===== config.mk =====
export PLATFORM = sky130hd
export DESIGN_NAME = inactivity_lock_timer
export DESIGN_NICKNAME = d
export VERILOG_FILES = /design/src/hw/rtl/ilt_pkg.sv /design/src/hw/rtl/inactivity_lock_timer.sv /design/src/hw/rtl/ilt_regs.sv
export SDC_FILE = /design/constraint.sdc
export NUM_CORES = 2
export LEC_CHECK = 0
export BUFFER_PORTS_ARGS = -buffer_cell sky130_fd_sc_hd__buf_2
export CORE_MARGIN = 4
export CORE_UTILIZATION = 65
export DETAILED_ROUTE_END_ITERATION = 7
export PLACE_DENSITY = 0.84
export SYNTH_ARGS = -nofsm -noshare
export SYNTH_HDL_FRONTEND = slang
export SYNTH_HIERARCHICAL = 1
export SYNTH_SLANG_ARGS = --single-unit

===== constraint.sdc =====
create_clock -name clk -period 14.8 [get_ports clk]
set_input_delay 1.48 -clock clk [delete_from_list [all_inputs] [get_ports clk]]
set_output_delay 1.48 -clock clk [all_outputs]
set_load 0.05 [all_outputs]

===== src/hw/rtl/ilt_pkg.sv =====
// ----------------------------------------------------------------------------
// Inactivity lock timer package
// Widths, reset values, word kinds, register map and configuration struct.
// ----------------------------------------------------------------------------
package ilt_pkg;

  localparam int SecW   = 17;
  localparam int CoordW = 16;
  localparam int MaskW  = 5;
  localparam int ThrW   = 8;
  localparam int KindW  = 4;
  localparam int AddrW  = 4;
  localparam int DataW  = 32;

  localparam logic [SecW-1:0]   TIMEOUT_RESET   = SecW'(20 * 60);
  localparam logic [SecW-1:0]   SUSPEND_RESET   = SecW'(3 * 60 * 60);
  localparam logic [MaskW-1:0]  MASK_RESET      = MaskW'(31);
  localparam logic [ThrW-1:0]   THRESH_RESET    = ThrW'(20);
  localparam logic [2*ThrW-1:0] THRESH_SQ_RESET = (2*ThrW)'(20 * 20);
  localparam logic [SecW-1:0]   LOCK_SOON_SECS  = SecW'(10);

  typedef enum logic [KindW-1:0] {
    KIND_TICK        = 4'd0,
    KIND_KEY_DOWN    = 4'd1,
    KIND_MOUSE_BTN   = 4'd2,
    KIND_POINTER     = 4'd3,
    KIND_PAD_BTN     = 4'd4,
    KIND_PAD_AXIS    = 4'd5,
    KIND_PAD_CONNECT = 4'd6,
    KIND_LOCK_SOON   = 4'd7,
    KIND_TOGGLE      = 4'd8,
    KIND_LOCK_NOW    = 4'd9
  } kind_t;

  typedef enum logic [1:0] {
    REG_TIMEOUT   = 2'd0,
    REG_SUSPEND   = 2'd1,
    REG_MASK      = 2'd2,
    REG_THRESHOLD = 2'd3
  } reg_idx_t;

  localparam int MASK_KEY     = 0;
  localparam int MASK_MOUSE   = 1;
  localparam int MASK_POINTER = 2;
  localparam int MASK_PAD_BTN = 3;
  localparam int MASK_PAD_AX  = 4;

  typedef struct packed {
    logic [SecW-1:0]   timeout;
    logic [SecW-1:0]   suspend_limit;
    logic [MaskW-1:0]  detect_mask;
    logic [ThrW-1:0]   move_threshold;
    logic [2*ThrW-1:0] threshold_sq;
  } cfg_t;

endpackage


===== src/hw/rtl/inactivity_lock_timer.sv =====
// ----------------------------------------------------------------------------
// Inactivity lock timer
// Watchdog that raises a one-word lock pulse after a timeout with no activity, or on a lock-now word.
// Path: input register, then result register.
// Throughput: 1 word per cycle unless the output is stalled; the state update,
// pointer distance included, is combinational after the input register.
// Reset: synchronous; state, configuration and valids return to their reset values.
// ----------------------------------------------------------------------------
module inactivity_lock_timer (
  input  logic                              clk,
  input  logic                              rst,
  input  logic                              in_valid,
  output logic                              in_stall,
  input  logic [ilt_pkg::KindW-1:0]         kind,
  input  logic signed [ilt_pkg::CoordW-1:0] pointer_x,
  input  logic signed [ilt_pkg::CoordW-1:0] pointer_y,
  input  logic                              confirmed,
  output logic                              out_valid,
  input  logic                              out_stall,
  output logic                              lock,
  output logic                              enabled,
  output logic [ilt_pkg::SecW-1:0]          remaining_seconds,
  input  logic                              psel,
  input  logic                              penable,
  input  logic                              pwrite,
  input  logic [ilt_pkg::AddrW-1:0]         paddr,
  input  logic [ilt_pkg::DataW-1:0]         pwdata,
  output logic [ilt_pkg::DataW-1:0]         prdata,
  output logic                              pready
);

  localparam int SecW   = ilt_pkg::SecW;
  localparam int CoordW = ilt_pkg::CoordW;

  ilt_pkg::cfg_t cfg;

  ilt_regs u_regs (
    .clk     (clk),
    .rst     (rst),
    .psel    (psel),
    .penable (penable),
    .pwrite  (pwrite),
    .paddr   (paddr),
    .pwdata  (pwdata),
    .prdata  (prdata),
    .pready  (pready),
    .cfg     (cfg)
  );

  // input register
  logic                      in_q_valid;
  logic [ilt_pkg::KindW-1:0] in_kind;
  logic [CoordW-1:0]         in_x;
  logic [CoordW-1:0]         in_y;
  logic                      in_conf;

  // state
  logic [SecW-1:0]   countdown, countdown_next;
  logic [SecW-1:0]   suspend_count, suspend_count_next;
  logic              active, active_next;
  logic [CoordW-1:0] last_x, last_x_next;
  logic [CoordW-1:0] last_y, last_y_next;
  logic              lock_next;

  logic advance;
  logic fire;

  assign advance  = !out_valid || !out_stall;
  assign fire     = in_q_valid && advance;
  assign in_stall = in_q_valid && !advance;

  always_ff @(posedge clk) begin
    if (rst) begin
      in_q_valid <= 1'b0;
    end else if (!in_stall) begin
      in_q_valid <= in_valid;
    end
  end

  always_ff @(posedge clk) begin
    if (!in_stall && in_valid) begin
      in_kind <= kind;
      in_x    <= pointer_x;
      in_y    <= pointer_y;
      in_conf <= confirmed;
    end
  end

  // tick arithmetic
  logic [SecW-1:0] cd_tick;
  logic [SecW-1:0] sc_tick;
  logic            act_tick;

  assign cd_tick  = (active && countdown != '0) ? countdown - SecW'(1) : countdown;
  assign sc_tick  = (!active && suspend_count != '0) ? suspend_count - SecW'(1)
                                                      : suspend_count;
  assign act_tick = active || (sc_tick == '0);

  // pointer distance
  logic signed [CoordW:0] dx, dy;
  logic [CoordW-1:0]      adx, ady;
  logic [2*CoordW-1:0]    sqx, sqy;
  logic [2*CoordW:0]      d2;
  logic                   moved;

  assign dx    = {in_x[CoordW-1], in_x} - {last_x[CoordW-1], last_x};
  assign dy    = {in_y[CoordW-1], in_y} - {last_y[CoordW-1], last_y};
  assign adx   = dx[CoordW] ? CoordW'(-dx) : dx[CoordW-1:0];
  assign ady   = dy[CoordW] ? CoordW'(-dy) : dy[CoordW-1:0];
  assign sqx   = (2*CoordW)'(adx) * (2*CoordW)'(adx);
  assign sqy   = (2*CoordW)'(ady) * (2*CoordW)'(ady);
  assign d2    = {1'b0, sqx} + {1'b0, sqy};
  assign moved = d2 > (2*CoordW+1)'(cfg.threshold_sq);

  always_comb begin
    countdown_next     = countdown;
    suspend_count_next = suspend_count;
    active_next        = active;
    last_x_next        = last_x;
    last_y_next        = last_y;
    lock_next          = 1'b0;
    case (in_kind)
      ilt_pkg::KIND_TICK: begin
        suspend_count_next = sc_tick;
        active_next        = act_tick;
        if (cd_tick == '0) begin
          lock_next      = 1'b1;
          countdown_next = cfg.timeout;
        end else begin
          countdown_next = cd_tick;
        end
      end
      ilt_pkg::KIND_KEY_DOWN: begin
        if (cfg.detect_mask[ilt_pkg::MASK_KEY]) countdown_next = cfg.timeout;
      end
      ilt_pkg::KIND_MOUSE_BTN: begin
        if (cfg.detect_mask[ilt_pkg::MASK_MOUSE]) countdown_next = cfg.timeout;
      end
      ilt_pkg::KIND_POINTER: begin
        if (cfg.detect_mask[ilt_pkg::MASK_POINTER] && moved) begin
          last_x_next    = in_x;
          last_y_next    = in_y;
          countdown_next = cfg.timeout;
        end
      end
      ilt_pkg::KIND_PAD_BTN: begin
        if (cfg.detect_mask[ilt_pkg::MASK_PAD_BTN]) countdown_next = cfg.timeout;
      end
      ilt_pkg::KIND_PAD_AXIS: begin
        if (cfg.detect_mask[ilt_pkg::MASK_PAD_AX]) countdown_next = cfg.timeout;
      end
      ilt_pkg::KIND_PAD_CONNECT: begin
        if (cfg.detect_mask[ilt_pkg::MASK_PAD_BTN] || cfg.detect_mask[ilt_pkg::MASK_PAD_AX]) begin
          countdown_next = cfg.timeout;
        end
      end
      ilt_pkg::KIND_LOCK_SOON: begin
        active_next    = 1'b1;
        countdown_next = ilt_pkg::LOCK_SOON_SECS;
      end
      ilt_pkg::KIND_TOGGLE: begin
        if (!active) begin
          active_next = 1'b1;
        end else if (in_conf) begin
          suspend_count_next = cfg.suspend_limit;
          active_next        = 1'b0;
        end
      end
      ilt_pkg::KIND_LOCK_NOW: begin
        active_next = 1'b1;
        lock_next   = 1'b1;
      end
      default: begin
      end
    endcase
  end

  always_ff @(posedge clk) begin
    if (rst) begin
      countdown     <= ilt_pkg::TIMEOUT_RESET;
      suspend_count <= ilt_pkg::SUSPEND_RESET;
      active        <= 1'b1;
      last_x        <= '0;
      last_y        <= '0;
    end else if (fire) begin
      countdown     <= countdown_next;
      suspend_count <= suspend_count_next;
      active        <= active_next;
      last_x        <= last_x_next;
      last_y        <= last_y_next;
    end
  end

  // result register
  always_ff @(posedge clk) begin
    if (rst) begin
      out_valid <= 1'b0;
    end else if (advance) begin
      out_valid <= in_q_valid;
    end
  end

  always_ff @(posedge clk) begin
    if (fire) begin
      lock              <= lock_next;
      enabled           <= active_next;
      remaining_seconds <= countdown_next;
    end
  end

endmodule


===== src/hw/rtl/ilt_regs.sv =====
// ----------------------------------------------------------------------------
// Inactivity lock timer register file
// APB-style configuration registers; keeps the squared move threshold too.
// ----------------------------------------------------------------------------
module ilt_regs (
  input  logic                        clk,
  input  logic                        rst,
  input  logic                        psel,
  input  logic                        penable,
  input  logic                        pwrite,
  input  logic [ilt_pkg::AddrW-1:0]   paddr,
  input  logic [ilt_pkg::DataW-1:0]   pwdata,
  output logic [ilt_pkg::DataW-1:0]   prdata,
  output logic                        pready,
  output ilt_pkg::cfg_t               cfg
);

  logic                       wr;
  logic [1:0]                 idx;
  logic [ilt_pkg::ThrW-1:0]   wthr;

  assign pready = 1'b1;
  assign wr     = psel & penable & pwrite;
  assign idx    = paddr[3:2];
  assign wthr   = pwdata[ilt_pkg::ThrW-1:0];

  always_ff @(posedge clk) begin
    if (rst) begin
      cfg.timeout        <= ilt_pkg::TIMEOUT_RESET;
      cfg.suspend_limit  <= ilt_pkg::SUSPEND_RESET;
      cfg.detect_mask    <= ilt_pkg::MASK_RESET;
      cfg.move_threshold <= ilt_pkg::THRESH_RESET;
      cfg.threshold_sq   <= ilt_pkg::THRESH_SQ_RESET;
    end else if (wr) begin
      case (idx)
        ilt_pkg::REG_TIMEOUT: begin
          cfg.timeout <= pwdata[ilt_pkg::SecW-1:0];
        end
        ilt_pkg::REG_SUSPEND: begin
          cfg.suspend_limit <= pwdata[ilt_pkg::SecW-1:0];
        end
        ilt_pkg::REG_MASK: begin
          cfg.detect_mask <= pwdata[ilt_pkg::MaskW-1:0];
        end
        ilt_pkg::REG_THRESHOLD: begin
          cfg.move_threshold <= wthr;
          cfg.threshold_sq   <= (2*ilt_pkg::ThrW)'(wthr) * (2*ilt_pkg::ThrW)'(wthr);
        end
        default: begin
        end
      endcase
    end
  end

  always_comb begin
    case (idx)
      ilt_pkg::REG_TIMEOUT:   prdata = ilt_pkg::DataW'(cfg.timeout);
      ilt_pkg::REG_SUSPEND:   prdata = ilt_pkg::DataW'(cfg.suspend_limit);
      ilt_pkg::REG_MASK:      prdata = ilt_pkg::DataW'(cfg.detect_mask);
      ilt_pkg::REG_THRESHOLD: prdata = ilt_pkg::DataW'(cfg.move_threshold);
      default:                prdata = '0;
    endcase
  end

endmodule


# After elaboration in Yosys (flattened, before gate mapping)
# Index checks and enable logic that the tools add are counted.
[word_totals]
ff_bits = 188
in_bits = 80
output_inout_bits = 54
word_cells = 95
[classes]
addsub = 7
multipliers = 3
n_lt_le_gt_ge = 1
eq_ne = 14
muxes = 21
bitwise = 2
n_reduce_logical = 28
[op_table]
columns = ["operator", "count"]
rows = [
  ["$mux 17", 11],
  ["$pmux 17 s8", 1],
  ["$pmux 32 s4", 1],
  ["$mul 16x16->32", 2],
  ["$logic_not 17->1", 2],
  ["$pmux 17 s2", 1],
  ["$reduce_bool 17->1", 2],
  ["$sub 16x16->17", 2],
  ["$sub 17x1->17 const B", 2],
  ["$add 32x32->33", 1],
  ["$gt 33x16->1", 1],
  ["$mux 16", 2],
  ["$neg 16->16", 2],
  ["$eq 4x3->1 const B", 4],
  ["$mul 8x8->16", 1],
  ["$eq 4x2->1 const B", 2],
  ["$eq 4x4->1 const B", 2],
  ["$reduce_and 2->1", 4],
  ["$logic_and 1x1->1", 6],
  ["$logic_not 1->1", 5],
  ["$eq 2x2->1 const B", 2],
  ["$eq 4x1->1 const B", 1],
  ["$logic_not 4->1", 1],
  ["$ne 2x2->1 const B", 2],
  ["other kinds (11)", 16],
]

# Longest topological paths before layout
[depth]
ltp_word = 9
ltp_mapped = 53
mapped_depth_nobuf = 49

# Cells and area by module
# The synthesis kept the hierarchy.
[modules_own_cells]
columns = ["module", "instances", "cells_per_inst", "area_each_um2", "seq_area_each_um2"]
rows = [
  ["inactivity_lock_timer", 1, 2773, 24337.1, 3062.9],
  ["ilt_regs", 1, 522, 4340.4, 1221.2],
]

# Least setup slack after synthesis
# Ideal clock, no wire load.
[synth_timing]
path_type = "register to register"
from = "register in_x[0]"
to = "register remaining_seconds[7] (netlist bit), data pin"
setup_time_ns = 0.254
t_arrival_ns = 11.510
required_ns = 14.546
path_slack_ns = 3.035
path_stages_with_launch = 51
path_buffers = 4
synth_period_minus_slack_ns = 11.765
cell_sequence = "edfxtp_1 -> inv_1 -> ha_1 -> inv_1 -> fa_1 -> a21oi_1 -> o21bai_1 -> a211o_1 -> a21oi_1 -> o21ai_0 -> a41oi_1 -> a21o_1 -> a2bb2oi_1 -> clkbuf_1 -> nor2_1 -> xnor2_1 -> clkbuf_1 -> nor2_1 -> (+15 left out) -> nand2_1 -> nor2_1 -> xnor2_1 -> ha_1 -> nand4_1 -> nor3_1 -> o2bb2ai_1 -> a31o_2 -> o2111ai_1 -> a2111oi_2 -> nand4_1 -> or3_1 -> or4_4 -> nand3_4 -> buf_6 -> buf_8 -> a21oi_1 -> o21a_1"
[synth_via]
elab_chain_cells = 9
[synth_lines]
columns = ["item", "line", "source"]
rows = [
  ["start: declaration", "inactivity_lock_timer.sv:53", "logic [CoordW-1:0] in_x;"],
  ["start signal: assignment", "inactivity_lock_timer.sv:83", "in_x <= pointer_x;"],
  ["$sub 16x16->17 (*)", "inactivity_lock_timer.sv:106", "assign dx = {in_x[CoordW-1], in_x} - {last_x[CoordW-1], last_x};"],
  ["$neg 16->16", "inactivity_lock_timer.sv:108", "assign adx = dx[CoordW] ? CoordW'(-dx) : dx[CoordW-1:0];"],
  ["$mux 16 (*)", "inactivity_lock_timer.sv:108", ""],
  ["$mul 16x16->32 (*)", "inactivity_lock_timer.sv:110", "assign sqx = (2*CoordW)'(adx) * (2*CoordW)'(adx);"],
  ["$add 32x32->33 (*)", "inactivity_lock_timer.sv:112", "assign d2 = {1'b0, sqx} + {1'b0, sqy};"],
  ["$gt 33x16->1 (*)", "inactivity_lock_timer.sv:113", "assign moved = d2 > (2*CoordW+1)'(cfg.threshold_sq);"],
  ["$logic_and 1x1->1 (*)", "inactivity_lock_timer.sv:140", "if (cfg.detect_mask[ilt_pkg::MASK_POINTER] && moved) begin"],
  ["$mux 17 (*)", "inactivity_lock_timer.sv:140", ""],
  ["$pmux 17 s8 (*)", "inactivity_lock_timer.sv:122", "case (in_kind)"],
  ["net countdown_next[7]", "inactivity_lock_timer.sv:58", "logic [SecW-1:0] countdown, countdown_next;"],
  ["end signal: assignment", "inactivity_lock_timer.sv:207", "remaining_seconds <= countdown_next;"],
  ["end: declaration", "inactivity_lock_timer.sv:22", "output logic [ilt_pkg::SecW-1:0] remaining_seconds,"],
]
# Mark *: on every way through the listed nets, which the timed path passes. The rest lies on a longest branch.
# A chain may end at the register's enable or synchronous reset.

# Worst setup path after layout
[layout_timing]
from = "register in_x[0]"
to = "register last_x[0]"
[layout_via]
elab_chain_cells = 8
[layout_lines]
columns = ["item", "line", "source"]
rows = [
  ["$sub 16x16->17", "inactivity_lock_timer.sv:106", ""],
  ["$neg 16->16", "inactivity_lock_timer.sv:108", ""],
  ["$mux 16", "inactivity_lock_timer.sv:108", ""],
  ["$mul 16x16->32", "inactivity_lock_timer.sv:110", ""],
  ["$add 32x32->33", "inactivity_lock_timer.sv:112", ""],
  ["$gt 33x16->1", "inactivity_lock_timer.sv:113", ""],
  ["$logic_and 1x1->1", "inactivity_lock_timer.sv:140", ""],
  ["$reduce_and 3->1 (no source line)", "n/a", ""],
  ["end signal: assignment", "inactivity_lock_timer.sv:189", "last_x <= last_x_next;"],
  ["end: declaration", "inactivity_lock_timer.sv:61", "logic [CoordW-1:0] last_x, last_x_next;"],
]
# Parallel ways exist; a longest one is shown, timed or not.

==> metrics <==
number of post-CTS setup repair buffers=0; Inserted Clock Buffers=17; Hold Path End=u_regs/cfg[21]; Cells after Synth=3294; min-delay worst type=register to register; unrepaired setup endpoints after global routing=false; DP HPWL=57.5 mm; depth of the worst hold-timing path=2; crit path time final=13.87 ns; Max Freq=0.0721 GHz; CP most frequent cell=fa_1; WL final=71.2 mm; first-pass GRT wire length=119 mm; Die Span Y=218 um; DRT Pass-1 Iters=8; die extent in x=218 um; die area=0.0475 mm2; Mapped Area=0.0287 mm2; largest net degree at the start of global routing=86; Mean Syn Cell Area=8.70 um2; root buffer cell=clkbuf_16; commonest non-fill, non-tap cell in the layout=inv_1; FILL cells=3313; Worst EP required=15.10 ns; Initial DRC Count=1845; drt drc=0; CTS tree=yes; Post-CTS Hold Fix Bufs=0; gr usage total=30.6%; routability cong.=0.963; CP peak stage delay=0.84 ns; drt wl/cell=18.1 um; PortBufs=100; final setup fails=0; fin crit share=93.7%; vias=23276; total grt overflow=0; clock-pin slew on the worst setup and hold paths=0.08 ns; type of origin of the critical path=register; fin. max-slew vios=0; core area=0.0434 mm2; Area Growth Syn to Fin=5.28%; slowest CP cell=a2bb2oi_1; hold_sp=u_regs/cfg[21]; layout cells sized above 1=7.13%; Cell Rows=76; DRT antenna net count=0; initial antenna violation count=2; Ports=134; r2r endpoint=last_x[0]; clk buf depth=2; R2R cell count=42; CP endpoint kind=register; antenna cells=0; Final Hold Fails=0; Slew @ Worst Pin=1.21 ns; worst-path fanout max=32; Initial Util=66.1%; Synth warnings=6; normalized max-slew margin=19.3%; CTS H-Tree Depth=4; commonest non-fill, non-tap cells in the layout=654 x inv_1, 413 x fa_1, 302 x nor2_1; Max Cap Violations=0; cts repair resizes=0; CP arrival=14.17 ns; worst reg2reg setup slack=0.93 ns; setup_tns=0 ns; FF-to-FF Start=in_x[0]; clk sinks=186; vias per cell=5.93; vias in the first global route=24508; clk_lat worst skew=0.47 ns; CP Class=register to register; outcome=finished clean; nets=4092; clock skew=0.0211 ns; hold_ws=0.468 ns
## worst max path at each step
stage / slack (ns) / endpoint / from / depth (start not counted)
floorplan: 3.04 / remaining_seconds[7] / in_x[0] / 50
global placement: 1.69 / remaining_seconds[9] / in_x[0] / 42
detailed placement: 1.14 / last_x[11] / in_x[0] / 42
CTS: 1.05 / last_x[0] / in_x[0] / 43
global route: 0.10 / last_x[0] / in_x[0] / 44
finish: 0.93 / last_x[0] / in_x[0] / 42
## layer usage
metal  track usage (%)  routed length, um  vias up
li1                  -                  -    10694
met4              11.9               2640        4
met3              5.18               5470      182
met2              52.2              35200      915
met1              39.3              27800    11481
met5                 0                 21        -
## flip-flops by register name (all words and copies together), names as in the netlist
name and cells:
u_regs/cfg 61, countdown 17, remaining_seconds 17, suspend_count 17
in_x 16, in_y 16, last_x 16, last_y 16
in_kind 4, active 1, enabled 1, in_conf 1
in_q_valid 1, lock 1, out_valid 1
## metrics by stage
step	std cells	setup slack, ns	instance area (um2)	util (%)
5_1_grt	3923	0.100	30200	69.6
3_5_place_dp	3891	1.14	29600	68.2
4_1_cts	3923	1.05	30200	69.6
3_3_place_gp	3891	1.69	29600	68.2
2_1_floorplan	3309	3.04	28700	-
6_report	3923	0.933	30200	69.6
## area by class of cell
type / instances / area (um2) / share of cell area, %
clock buffer: 17 / 425 / 1.41
clock inverter: 15 / 191 / 0.634
inverter: 667 / 2500 / 8.29
multi-input combinational: 2316 / 21300 / 70.5
sequential: 186 / 4280 / 14.2
tap: 585 / 732 / 2.43
timing repair buffer: 137 / 781 / 2.59
## critical path: cells and delay by family (launching register included)
kind / cells / cell delay [ns]
muxes: 1 / 0.33
and+or+nand+nor: 8 / 2.35
AOI/OAI and AO/OA: 14 / 4.07
DFF: 1 / 0.37
xor gates and xnor gates: 2 / 1.01
adders and majority gates: 12 / 5.21
buffers and inverters: 5 / 0.31
Power is left out: the tool's default activity adds up to more than one toggle a clock period on the data nets, which glitch-free logic cannot reach.
